$ cat src/rtl/core/blpd_pkg.sv
// Shared types and constants for the button long/double press detector.
// No dependencies; used by the interfaces, blpd_button and the top level.
`default_nettype none

package blpd_pkg;

  localparam int unsigned MASK_BITS = 6;
  localparam int unsigned TIME_W    = 32;
  localparam int unsigned CFG_W     = 16;
  localparam int unsigned TALLY_W   = 2;
  localparam int unsigned CFG_IDX_W = 1;

  typedef logic [MASK_BITS-1:0] mask_t;
  typedef logic [TIME_W-1:0]    time_t;
  typedef logic [CFG_W-1:0]     cfg_data_t;
  typedef logic [TALLY_W-1:0]   tally_t;

  // Configuration register indexes
  typedef enum logic [CFG_IDX_W-1:0] {
    CFG_LONG_PRESS_MS   = 1'b0,
    CFG_DOUBLE_PRESS_MS = 1'b1
  } cfg_reg_e;

  localparam cfg_data_t LONG_PRESS_RST   = 16'd1000;
  localparam cfg_data_t DOUBLE_PRESS_RST = 16'd300;

  localparam tally_t TALLY_ZERO = 2'd0;
  localparam tally_t TALLY_ONE  = 2'd1;
  localparam tally_t TALLY_MAX  = 2'd3;

  // Flags of one button after a sample
  typedef struct packed {
    logic long_flag;
    logic double_flag;
  } btn_flags_t;

endpackage

`default_nettype wire

$ cat src/rtl/core/blpd_in_if.sv
// Sample channel: valid/ready handshake carrying button levels and a timestamp.
// Depends on blpd_pkg.
`default_nettype none

interface blpd_in_if
  import blpd_pkg::*;
();
  logic  valid;
  logic  ready;
  mask_t raw_levels;
  time_t time_ms;

  modport source (output valid, output raw_levels, output time_ms, input ready);
  modport sink   (input valid, input raw_levels, input time_ms, output ready);
endinterface

`default_nettype wire

$ cat src/rtl/core/blpd_out_if.sv
// Result channel: valid/ready handshake carrying the pressed, long and double masks.
// Depends on blpd_pkg.
`default_nettype none

interface blpd_out_if
  import blpd_pkg::*;
();
  logic  valid;
  logic  ready;
  mask_t pressed_mask;
  mask_t long_mask;
  mask_t double_mask;

  modport source (output valid, output pressed_mask, output long_mask,
                  output double_mask, input ready);
  modport sink   (input valid, input pressed_mask, input long_mask,
                  input double_mask, output ready);
endinterface

`default_nettype wire

$ cat src/rtl/core/blpd_button.sv
// Per-button press tracker: edge detection, long-press timer and double-press count.
// Depends on blpd_pkg.
`default_nettype none

module blpd_button
  import blpd_pkg::*;
(
  input  wire             clk_i,
  input  wire             rst_ni,
  input  wire             adv_i,
  input  wire             pressed_i,
  input  wire time_t      now_i,
  input  wire cfg_data_t  long_ms_i,
  input  wire cfg_data_t  double_ms_i,
  output btn_flags_t      flags_o
);

  logic   prev_q, prev_d;
  logic   long_q, long_d;
  logic   dbl_q, dbl_d;
  tally_t tally_q, tally_d;
  time_t  start_q, start_d;
  time_t  rel_q, rel_d;

  time_t  since_rel;
  time_t  since_start;
  time_t  long_lim;
  time_t  dbl_lim;

  assign since_rel   = now_i - rel_q;
  assign since_start = now_i - start_q;
  assign long_lim    = {{(TIME_W-CFG_W){1'b0}}, long_ms_i};
  assign dbl_lim     = {{(TIME_W-CFG_W){1'b0}}, double_ms_i};

  // Advance the button state by one sample
  always_comb begin
    prev_d  = pressed_i;
    long_d  = long_q;
    dbl_d   = dbl_q;
    tally_d = tally_q;
    start_d = start_q;
    rel_d   = rel_q;

    if (pressed_i && !prev_q) begin
      start_d = now_i;
      long_d  = 1'b0;
      if (tally_q == TALLY_ONE && since_rel < dbl_lim) begin
        dbl_d   = 1'b1;
        tally_d = TALLY_ZERO;
      end
    end

    if (!pressed_i && prev_q) begin
      rel_d   = now_i;
      tally_d = (tally_q == TALLY_MAX) ? TALLY_MAX : tally_q + TALLY_ONE;
      if (dbl_q) begin
        dbl_d   = 1'b0;
        tally_d = TALLY_ZERO;
      end
    end

    if (pressed_i && prev_q) begin
      if (since_start > long_lim) begin
        long_d  = 1'b1;
        tally_d = TALLY_ZERO;
        dbl_d   = 1'b0;
      end
    end

    // Drop a stale count while the button stays released; a release edge is not checked
    if (!pressed_i && !prev_q && since_rel > dbl_lim) begin
      tally_d = TALLY_ZERO;
    end
  end

  assign flags_o.long_flag   = long_d;
  assign flags_o.double_flag = dbl_d;

  // Commit state when the transaction moves to the result register
  always_ff @(posedge clk_i or negedge rst_ni) begin
    if (!rst_ni) begin
      prev_q  <= 1'b0;
      long_q  <= 1'b0;
      dbl_q   <= 1'b0;
      tally_q <= TALLY_ZERO;
      start_q <= '0;
      rel_q   <= '0;
    end else if (adv_i) begin
      prev_q  <= prev_d;
      long_q  <= long_d;
      dbl_q   <= dbl_d;
      tally_q <= tally_d;
      start_q <= start_d;
      rel_q   <= rel_d;
    end
  end

  // A double press always leaves the count cleared
  a_dbl_clears_tally: assert property (@(posedge clk_i) disable iff (!rst_ni)
    dbl_q |-> (tally_q == TALLY_ZERO))
    else $error("double flag set with nonzero press count");

  // Long and double flags exclude each other
  a_long_dbl_excl: assert property (@(posedge clk_i) disable iff (!rst_ni)
    !(long_q && dbl_q))
    else $error("long and double flags both set");

  // State moves only with a transaction
  a_state_hold: assert property (@(posedge clk_i) disable iff (!rst_ni)
    !adv_i |=> ($stable(prev_q) && $stable(tally_q) && $stable(rel_q)
                && $stable(start_q)))
    else $error("button state changed without a transaction");

endmodule

`default_nettype wire

$ cat src/rtl/core/button_long_double_press_detector.sv
// Top level of the button long/double press detector: input register, per-button
// trackers and result register. Depends on blpd_pkg, blpd_in_if, blpd_out_if, blpd_button.
//
//   channel  | dir | handshake            | payload
//   ---------+-----+----------------------+---------------------------------------
//   in_ch    | in  | valid / ready        | raw_levels[5:0], time_ms[31:0]
//   out_ch   | out | valid / ready        | pressed_mask, long_mask, double_mask
//   cfg      | in  | cfg_we_i             | cfg_idx_i, cfg_data_i[15:0]
//
// One sample per cycle sustained while out_ch.ready stays high; an accepted sample is
// captured in the input register, then passes through the per-button compare logic into
// the result register, which drives out_ch.
// The per-button state commits when a sample moves into the result register, so the
// next sample in the input register always sees the updated state.
// A stalled result holds both registers; in_ch.ready drops only when both are full.
// Reset clears all button state and loads long 1000 ms, double 300 ms.
`default_nettype none

module button_long_double_press_detector
  import blpd_pkg::*;
#(
  parameter int unsigned BUTTON_COUNT = 6
) (
  input  wire                  clk_i,
  input  wire                  rst_ni,
  input  wire                  cfg_we_i,
  input  wire [CFG_IDX_W-1:0]  cfg_idx_i,
  input  wire [CFG_W-1:0]      cfg_data_i,
  blpd_in_if.sink              in_ch,
  blpd_out_if.source           out_ch
);

  cfg_data_t long_ms_q;
  cfg_data_t dbl_ms_q;

  logic  s1_valid_q;
  mask_t s1_levels_q;
  time_t s1_time_q;

  logic  out_valid_q;
  mask_t pm_q, lm_q, dm_q;

  logic  s2_free;
  logic  adv;
  logic  in_take;

  logic [BUTTON_COUNT-1:0] pressed_nx;
  logic [BUTTON_COUNT-1:0] long_nx;
  logic [BUTTON_COUNT-1:0] dbl_nx;
  mask_t pm_d, lm_d, dm_d;

  // Write configuration registers
  always_ff @(posedge clk_i or negedge rst_ni) begin
    if (!rst_ni) begin
      long_ms_q <= LONG_PRESS_RST;
      dbl_ms_q  <= DOUBLE_PRESS_RST;
    end else if (cfg_we_i) begin
      unique case (cfg_reg_e'(cfg_idx_i))
        CFG_LONG_PRESS_MS:   long_ms_q <= cfg_data_i;
        CFG_DOUBLE_PRESS_MS: dbl_ms_q  <= cfg_data_i;
        default:             long_ms_q <= long_ms_q;
      endcase
    end
  end

  // Handshake control
  assign s2_free     = !out_valid_q || out_ch.ready;
  assign adv         = s1_valid_q && s2_free;
  assign in_ch.ready = !s1_valid_q || adv;
  assign in_take     = in_ch.valid && in_ch.ready;

  // Input register
  always_ff @(posedge clk_i or negedge rst_ni) begin
    if (!rst_ni) begin
      s1_valid_q <= 1'b0;
    end else if (in_take) begin
      s1_valid_q <= 1'b1;
    end else if (adv) begin
      s1_valid_q <= 1'b0;
    end
  end

  always_ff @(posedge clk_i) begin
    if (in_take) begin
      s1_levels_q <= in_ch.raw_levels;
      s1_time_q   <= in_ch.time_ms;
    end
  end

  // Per-button trackers; lines beyond the sample width read as pressed
  for (genvar i = 0; i < BUTTON_COUNT; i++) begin : g_btn
    btn_flags_t flags;

    if (i < MASK_BITS) begin : g_line
      assign pressed_nx[i] = ~s1_levels_q[i];
    end else begin : g_tied
      assign pressed_nx[i] = 1'b1;
    end

    blpd_button u_button (
      .clk_i       (clk_i),
      .rst_ni      (rst_ni),
      .adv_i       (adv),
      .pressed_i   (pressed_nx[i]),
      .now_i       (s1_time_q),
      .long_ms_i   (long_ms_q),
      .double_ms_i (dbl_ms_q),
      .flags_o     (flags)
    );

    assign long_nx[i] = flags.long_flag;
    assign dbl_nx[i]  = flags.double_flag;
  end

  // Gather result masks
  for (genvar j = 0; j < MASK_BITS; j++) begin : g_mask
    if (j < BUTTON_COUNT) begin : g_used
      assign pm_d[j] = pressed_nx[j];
      assign lm_d[j] = long_nx[j];
      assign dm_d[j] = dbl_nx[j];
    end else begin : g_unused
      assign pm_d[j] = 1'b0;
      assign lm_d[j] = 1'b0;
      assign dm_d[j] = 1'b0;
    end
  end

  // Result register
  always_ff @(posedge clk_i or negedge rst_ni) begin
    if (!rst_ni) begin
      out_valid_q <= 1'b0;
    end else if (adv) begin
      out_valid_q <= 1'b1;
    end else if (out_ch.ready) begin
      out_valid_q <= 1'b0;
    end
  end

  always_ff @(posedge clk_i) begin
    if (adv) begin
      pm_q <= pm_d;
      lm_q <= lm_d;
      dm_q <= dm_d;
    end
  end

  assign out_ch.valid        = out_valid_q;
  assign out_ch.pressed_mask = pm_q;
  assign out_ch.long_mask    = lm_q;
  assign out_ch.double_mask  = dm_q;

  // A new result only comes from a held sample
  a_out_from_s1: assert property (@(posedge clk_i) disable iff (!rst_ni)
    $rose(out_valid_q) |-> $past(s1_valid_q))
    else $error("result appeared without a sample in the input register");

  // Back-pressure only when the input register is occupied and cannot drain
  a_ready_when_free: assert property (@(posedge clk_i) disable iff (!rst_ni)
    !in_ch.ready |-> (s1_valid_q && out_valid_q && !out_ch.ready))
    else $error("input stalled while a stage was free");

endmodule

`default_nettype wire

$ cat src/flat_wrapper.sv
// flat-port wrapper written by rule: the top's interface ports become plain ports
module button_long_double_press_detector_flat import blpd_pkg::*;
#(
  parameter int unsigned BUTTON_COUNT = 6
)
  (clk_i, rst_ni, cfg_we_i, cfg_idx_i, cfg_data_i, in_ch_valid, in_ch_raw_levels, in_ch_time_ms, in_ch_ready, out_ch_valid, out_ch_pressed_mask, out_ch_long_mask, out_ch_double_mask, out_ch_ready);
  blpd_in_if in_ch_i ();
  blpd_out_if out_ch_i ();
  input  wire clk_i;
  input  wire rst_ni;
  input  wire cfg_we_i;
  input  wire [CFG_IDX_W-1:0] cfg_idx_i;
  input  wire [CFG_W-1:0] cfg_data_i;
  input wire logic [$bits(in_ch_i.valid)-1:0] in_ch_valid;
  input wire logic [$bits(in_ch_i.raw_levels)-1:0] in_ch_raw_levels;
  input wire logic [$bits(in_ch_i.time_ms)-1:0] in_ch_time_ms;
  output wire logic [$bits(in_ch_i.ready)-1:0] in_ch_ready;
  output wire logic [$bits(out_ch_i.valid)-1:0] out_ch_valid;
  output wire logic [$bits(out_ch_i.pressed_mask)-1:0] out_ch_pressed_mask;
  output wire logic [$bits(out_ch_i.long_mask)-1:0] out_ch_long_mask;
  output wire logic [$bits(out_ch_i.double_mask)-1:0] out_ch_double_mask;
  input wire logic [$bits(out_ch_i.ready)-1:0] out_ch_ready;
  assign in_ch_i.valid = in_ch_valid;
  assign in_ch_i.raw_levels = in_ch_raw_levels;
  assign in_ch_i.time_ms = in_ch_time_ms;
  assign in_ch_ready = in_ch_i.ready;
  assign out_ch_valid = out_ch_i.valid;
  assign out_ch_pressed_mask = out_ch_i.pressed_mask;
  assign out_ch_long_mask = out_ch_i.long_mask;
  assign out_ch_double_mask = out_ch_i.double_mask;
  assign out_ch_i.ready = out_ch_ready;
  button_long_double_press_detector #(.BUTTON_COUNT(BUTTON_COUNT)) u_core (.clk_i(clk_i), .rst_ni(rst_ni), .cfg_we_i(cfg_we_i), .cfg_idx_i(cfg_idx_i), .cfg_data_i(cfg_data_i), .in_ch(in_ch_i), .out_ch(out_ch_i));
endmodule
$ cat config.mk
export PLATFORM = sky130hd
export DESIGN_NAME = button_long_double_press_detector_flat
export DESIGN_NICKNAME = d
export VERILOG_FILES = /design/src/rtl/core/blpd_pkg.sv /design/src/rtl/core/blpd_in_if.sv /design/src/rtl/core/blpd_out_if.sv /design/src/rtl/core/blpd_button.sv /design/src/rtl/core/button_long_double_press_detector.sv /design/src/flat_wrapper.sv
export SDC_FILE = /design/constraint.sdc
export NUM_CORES = 2
export LEC_CHECK = 0
export BUFFER_PORTS_ARGS = -buffer_cell sky130_fd_sc_hd__buf_2
export CORE_ASPECT_RATIO = 2
export CORE_MARGIN = 1.5
export CORE_UTILIZATION = 55
export CTS_CLUSTER_SIZE = 24
export DETAILED_ROUTE_END_ITERATION = 8
export HOLD_SLACK_MARGIN = 0.02
export PLACE_DENSITY = 0.8
export SYNTH_ARGS = -nofsm -noshare
export SYNTH_HDL_FRONTEND = slang
export SYNTH_HIERARCHICAL = 1
export SYNTH_SLANG_ARGS = --single-unit
$ cat constraint.sdc
create_clock -name clk_i -period 7.9 [get_ports clk_i]
set_input_delay 1.58 -clock clk_i [delete_from_list [all_inputs] [get_ports clk_i]]
set_output_delay 1.58 -clock clk_i [all_outputs]
set_load 0.01 [all_outputs]
-- Word-level counts from Yosys, hierarchy flattened
Index checks and enable logic that the tools add are counted.
- register bits: 504
- bits of input ports: 60
- logic and storage cells: 270
- equality and inequality tests: 12
- add/sub/neg operators: 18
- muxes and demuxes: 106
- bitwise gates (word level): 7
- reductions and logical operators: 64
- $lt $le $gt $ge: 18
- operators with widths (kind ; count):
    32-bit by 16-bit greater-than comparator with 1-bit output ; 12
    32-bit subtractor ; 12
    32-bit by 16-bit less-than comparator with 1-bit output ; 6
    2-bit 2-to-1 mux ; 48
    1-bit 2-to-1 mux ; 58
    1-bit logical AND ; 38
    2-bit AND reduction ; 14
    2-bit by 1-bit adder with 2-bit output, second input constant ; 6
    2-bit by 1-bit == test with 1-bit output, second input constant ; 6
    2-bit == test, second input constant ; 6
    1-bit logical NOT ; 8
    1-bit inverter ; 7
    2-bit nonzero test ; 2
    1-bit logical OR ; 2

-- Longest topological paths before layout
- depth after elaboration: 9
- gate-level depth with buffers: 22

-- Modules after synthesis
The synthesis kept the hierarchy.
- by module, submodules not included (module ; seq. area each (µm²) ; area an instance (µm²) ; instances ; cells each):
    blpd_button at u_core.g_btn[0].u_button ... ; 1726.7 ; 7744.9 ; 4 ; 945
    blpd_button at u_core.g_btn[5].u_button ; 1726.7 ; 7671.1 ; 1 ; 913
    blpd_button at u_core.g_btn[1].u_button ; 1726.7 ; 7523.5 ; 1 ; 896
    button_long_double_press_detector ; 2544.9 ; 3052.9 ; 1 ; 139

-- Worst setup path after synthesis
Ideal clock, no wire load.
- path kind: flip-flop to flip-flop
- start point: reg u_core.s1_time_q[1]
- end point: reg u_core.lm_q[0] (netlist: u_core/out_ch.long_mask[0]) (data pin)
- arrival: 4611 ps
- slack: 3038 ps
- clock period less this slack: 4862 ps
- data required time: 7649 ps
- path buffers: 1
- stages on the path, launching flop included: 16
- cell sequence: edfxtp_1 ha_1 nor2b_1 o2111ai_1 a2111oi_0 o21ai_1 xnor2_1 ha_1 nand4_1 or4_2 a2111oi_4 nand4_1 nor3_1 o21ai_0 nor2b_1 buf_4
- cells in the longest elaborated chain, start to end: 4
- RTL lines (what ; line ; RTL):
    start: declaration ; button_long_double_press_detector.sv:38 ; time_t s1_time_q;
    start signal: assignment ; button_long_double_press_detector.sv:86 ; s1_time_q <= in_ch.time_ms;
    32-bit subtractor ; blpd_button.sv:31 ; assign since_start = now_i - start_q;
    32-bit by 16-bit greater-than comparator with 1-bit output ; blpd_button.sv:63 ; if (since_start > long_lim) begin
    1-bit 2-to-1 mux ; blpd_button.sv:63 ;
    1-bit 2-to-1 mux ; blpd_button.sv:62 ; if (pressed_i && prev_q) begin
    named net u_core.g_btn[0].u_button.long_d ; blpd_button.sv:19 ; logic long_q, long_d;
    end signal: assignment ; button_long_double_press_detector.sv:142 ; lm_q <= lm_d;
    end: declaration ; button_long_double_press_detector.sv:41 ; mask_t pm_q, lm_q, dm_q;
The timed path passes the listed nets, and every way through them passes these cells.
A chain may end at the register's enable or synchronous reset.

==> impl_metrics.ini <==
[critical_path]
worstPathMaxFanout = 15
required_ps = 8290
critPathKind = flip-flop to flip-flop
worstPathArrival_ps = 6380
worstSetupEndpointType = flip-flop
cp-start-kind = flip-flop

[synthesis]
ys_ff_latch = 504
yosysTopAreaCell = dfrtp_1
synth.avg_cell_area_um2 = 8.59
yosysTopAreaCellShare = 0.223
async_flop_share = 0.889
yosysSeqAreaShare = 0.262
syn-instance-count = 5728
yosysWarnings = 6
synth_top_cells_by_area = dfrtp_1 22%, ha_1 14%, mux2_2 9.1%, inv_1 5.2%, a21oi_1 4.7%
synth_fp_nets = 6364
ys.flop_type = dfrtp_1
synth-edff-count = 56
synth_cell_type_count = 118
netlist_area_mm2 = 0.0492

[clocking]
clk-insertion-delay-late_ps = 670
clock_path_buffers = 3
cts_tree = yes
numCtsBuffers = 50
cts_resized = 0
cts.sinks = 504
h-tree-depth = 2
hold_buffers = 0
postCtsSetupRepairBufs = 0
clk_pin_slew_worst_paths_ps = 70
cts_root_buf = clkbuf_16

[sta]
fmax_mhz = 167
tightest_slew_ps = 1150
drv_slew = 0
hold_violations = 0
rsz0062_at_grt = false
max-slew-margin-rel = 0.236
fin_crit_ps = 5990
fin_skew_ps = 41.5
setup_violations = 0
finalCritPeriodShare = 0.758
setup-tns-final_ps = 0

[routing]
drt-total-wl_mm = 160
ant_nets = 0
first_pass_iters = 6
drtIter0Drc = 2566
drc = 0
vias_per_cell = 6.40
via_count = 44400
wire_per_inst_um = 23.0

[hold_path]
hp-class = flip-flop to flip-flop

[placed_design]
dpl_cell_area_mm2 = 0.0506
dp_hpwl_mm = 121
numPortBuffers = 79
routabilityCongestion = 1.02

[pwr]
ir_drop_uv = 242
leakage_nw = 24.2
power.density_mw_per_mm2 = 369
power_mw = 19.3

[global_route]
antenna_found_initial = 8
grt.met3_usage = 0.0465
grt_pass1_vias = 45100
grt_max_degree = 183
grt.total_usage = 0.345
overflow = 0
use_met1 = 0.352
met2_usage = 0.616
grt.busiest_layer = met2
grt_pass1_wl_mm = 246

[status]
status = completed

[floorplan]
core-area_mm2 = 0.0890
rows = 155
die_width_um = 215
die_h_um = 426
die-area_mm2 = 0.0914
ios = 80
initial_core_util = 0.553

[finish]
num-nets-final = 6354
final_core_util = 0.588
postLayoutCellArea_mm2 = 0.0523
syn_to_final_growth_pct = 6.28
drive_above_1_share = 0.138

[flow_run]
cap_violations = 0
-- critical path: stages (launching register included) --
cell and delay [ps]:
edfxtp_1 950, buf_4 360, ha_1 300, nand4_1 190, a2111oi_0 840, o21ai_1 410
xnor2_1 220, ha_1 310, nand4_1 130, or4_2 670, a2111oi_4 360, nand4_1 310
nor3_1 380, o21ai_0 120, nor2b_1 140
-- layer usage --
| metal | part of all wire | vias up |
|---|---|---|
| met4 | 0.10 | 2 |
| li1 | - | 20700 |
| met3 | 0.056 | 691 |
| met5 | 0.00011 | - |
| met1 | 0.35 | 21300 |
| met2 | 0.49 | 1601 |
-- layout by cell type, fill, tap and decap left out, types with 72 or more instances in the layout --
master	n
xor2_1	88
buf_2	78
xnor2_1	160
a21oi_1	460
o21ai_0	274
dfrtp_1	438
nor2_1	347
inv_1	679
nand4_1	178
o211ai_1	88
a211oi_1	74
nor3_1	72
mux2_2	398
a21o_1	150
ha_1	564
nand2_1	402
-- logic make-up after synthesis --
family                   synth area share
adder cells (fa/ha/maj)             0.148
AO/OA/AOI/OAI                       0.213
AND/OR/NAND/NOR                     0.157
XOR/XNOR                           0.0446
flip-flops                          0.262
buffers and inverters              0.0737
multiplexers                        0.102
-- Yosys cell counts, drive strengths merged, types with 23 or more instances --
cell type	number
and2	43
buf	55
nand2b	67
xnor2	160
a2111oi	35
nor2	347
inv	679
a21oi	472
ha	564
o21a	71
a31oi	46
o31ai	47
mux2	408
or4	30
nor3	73
or2	23
o21bai	36
or3	29
a211oi	75
o21ai	304
dfrtp	438
mux2i	38
nand4	178
clkbuf	151
nand3	64
nor2b	74
nor4	42
edfxtp	56
and3	58
a21o	154
o211ai	89
nand2	406
xor2	88
-- flip-flops by register name (all words and copies together) (netlist names), 6 cells and up --
name                           count
u_core/g_btn.u_button/prev_q       6
u_core/out_ch.double_mask          6
u_core/out_ch.long_mask            6
u_core/g_btn.u_button/long_q       6
u_core/g_btn.u_button/rel_q      192
u_core/g_btn.u_button/dbl_q        6
u_core/dbl_ms_q                   16
u_core/s1_time_q                  32
u_core/g_btn.u_button/start_q    192
u_core/g_btn.u_button/tally_q     12
u_core/s1_levels_q                 6
u_core/long_ms_q                  16
u_core/out_ch.pressed_mask         6
-- area by class of cell --
type,instances,area (µm²)
flip-flops and latches,504,12900
fillers,7839,36700
multi-input cells,4339,32700
clock inverters,24,297
repair buffers,144,981
well taps,1177,1470
diodes,3,7.51
clock buffers,69,1410
inverters,679,2550
-- metrics by stage --
step,cells,hold WS [ps],setup slack [ps]
6_report,6939,489,1910
5_1_grt,6938,512,1700
4_1_cts,6936,492,2050
3_5_place_dp,6843,472,2090
3_3_place_gp,6843,462,2060
2_1_floorplan,5728,449,3040
-- final timing paths --
path                       cells past startpoint  slack, ps                                             from                                                to
hold reg to reg                                2        490  u_core/g_btn[2].u_button/start_q[1]$_DFFE_PN0P_   u_core/g_btn[2].u_button/start_q[1]$_DFFE_PN0P_
setup reg to reg                              14       1910                    u_core/s1_time_q[8]$_DFFE_PP_              u_core/out_ch.long_mask[2]$_DFFE_PP_
min in group asynchronous                      1        880                                           rst_ni    u_core/g_btn[5].u_button/rel_q[31]$_DFFE_PN0P_
hold / removal                                 2        490  u_core/g_btn[2].u_button/start_q[1]$_DFFE_PN0P_   u_core/g_btn[2].u_button/start_q[1]$_DFFE_PN0P_
setup / recovery                              14       1910                    u_core/s1_time_q[8]$_DFFE_PP_              u_core/out_ch.long_mask[2]$_DFFE_PP_
max in group asynchronous                      3       5340                                           rst_ni  u_core/g_btn[4].u_button/start_q[17]$_DFFE_PN0P_
-- where the power goes --
group	switching [mW]	internal, mW
clock network	1.16	1.42
logic	7.47	5.26
registers	0.577	3.45
total	9.20	10.1
(Power assumes the default switching activity.)
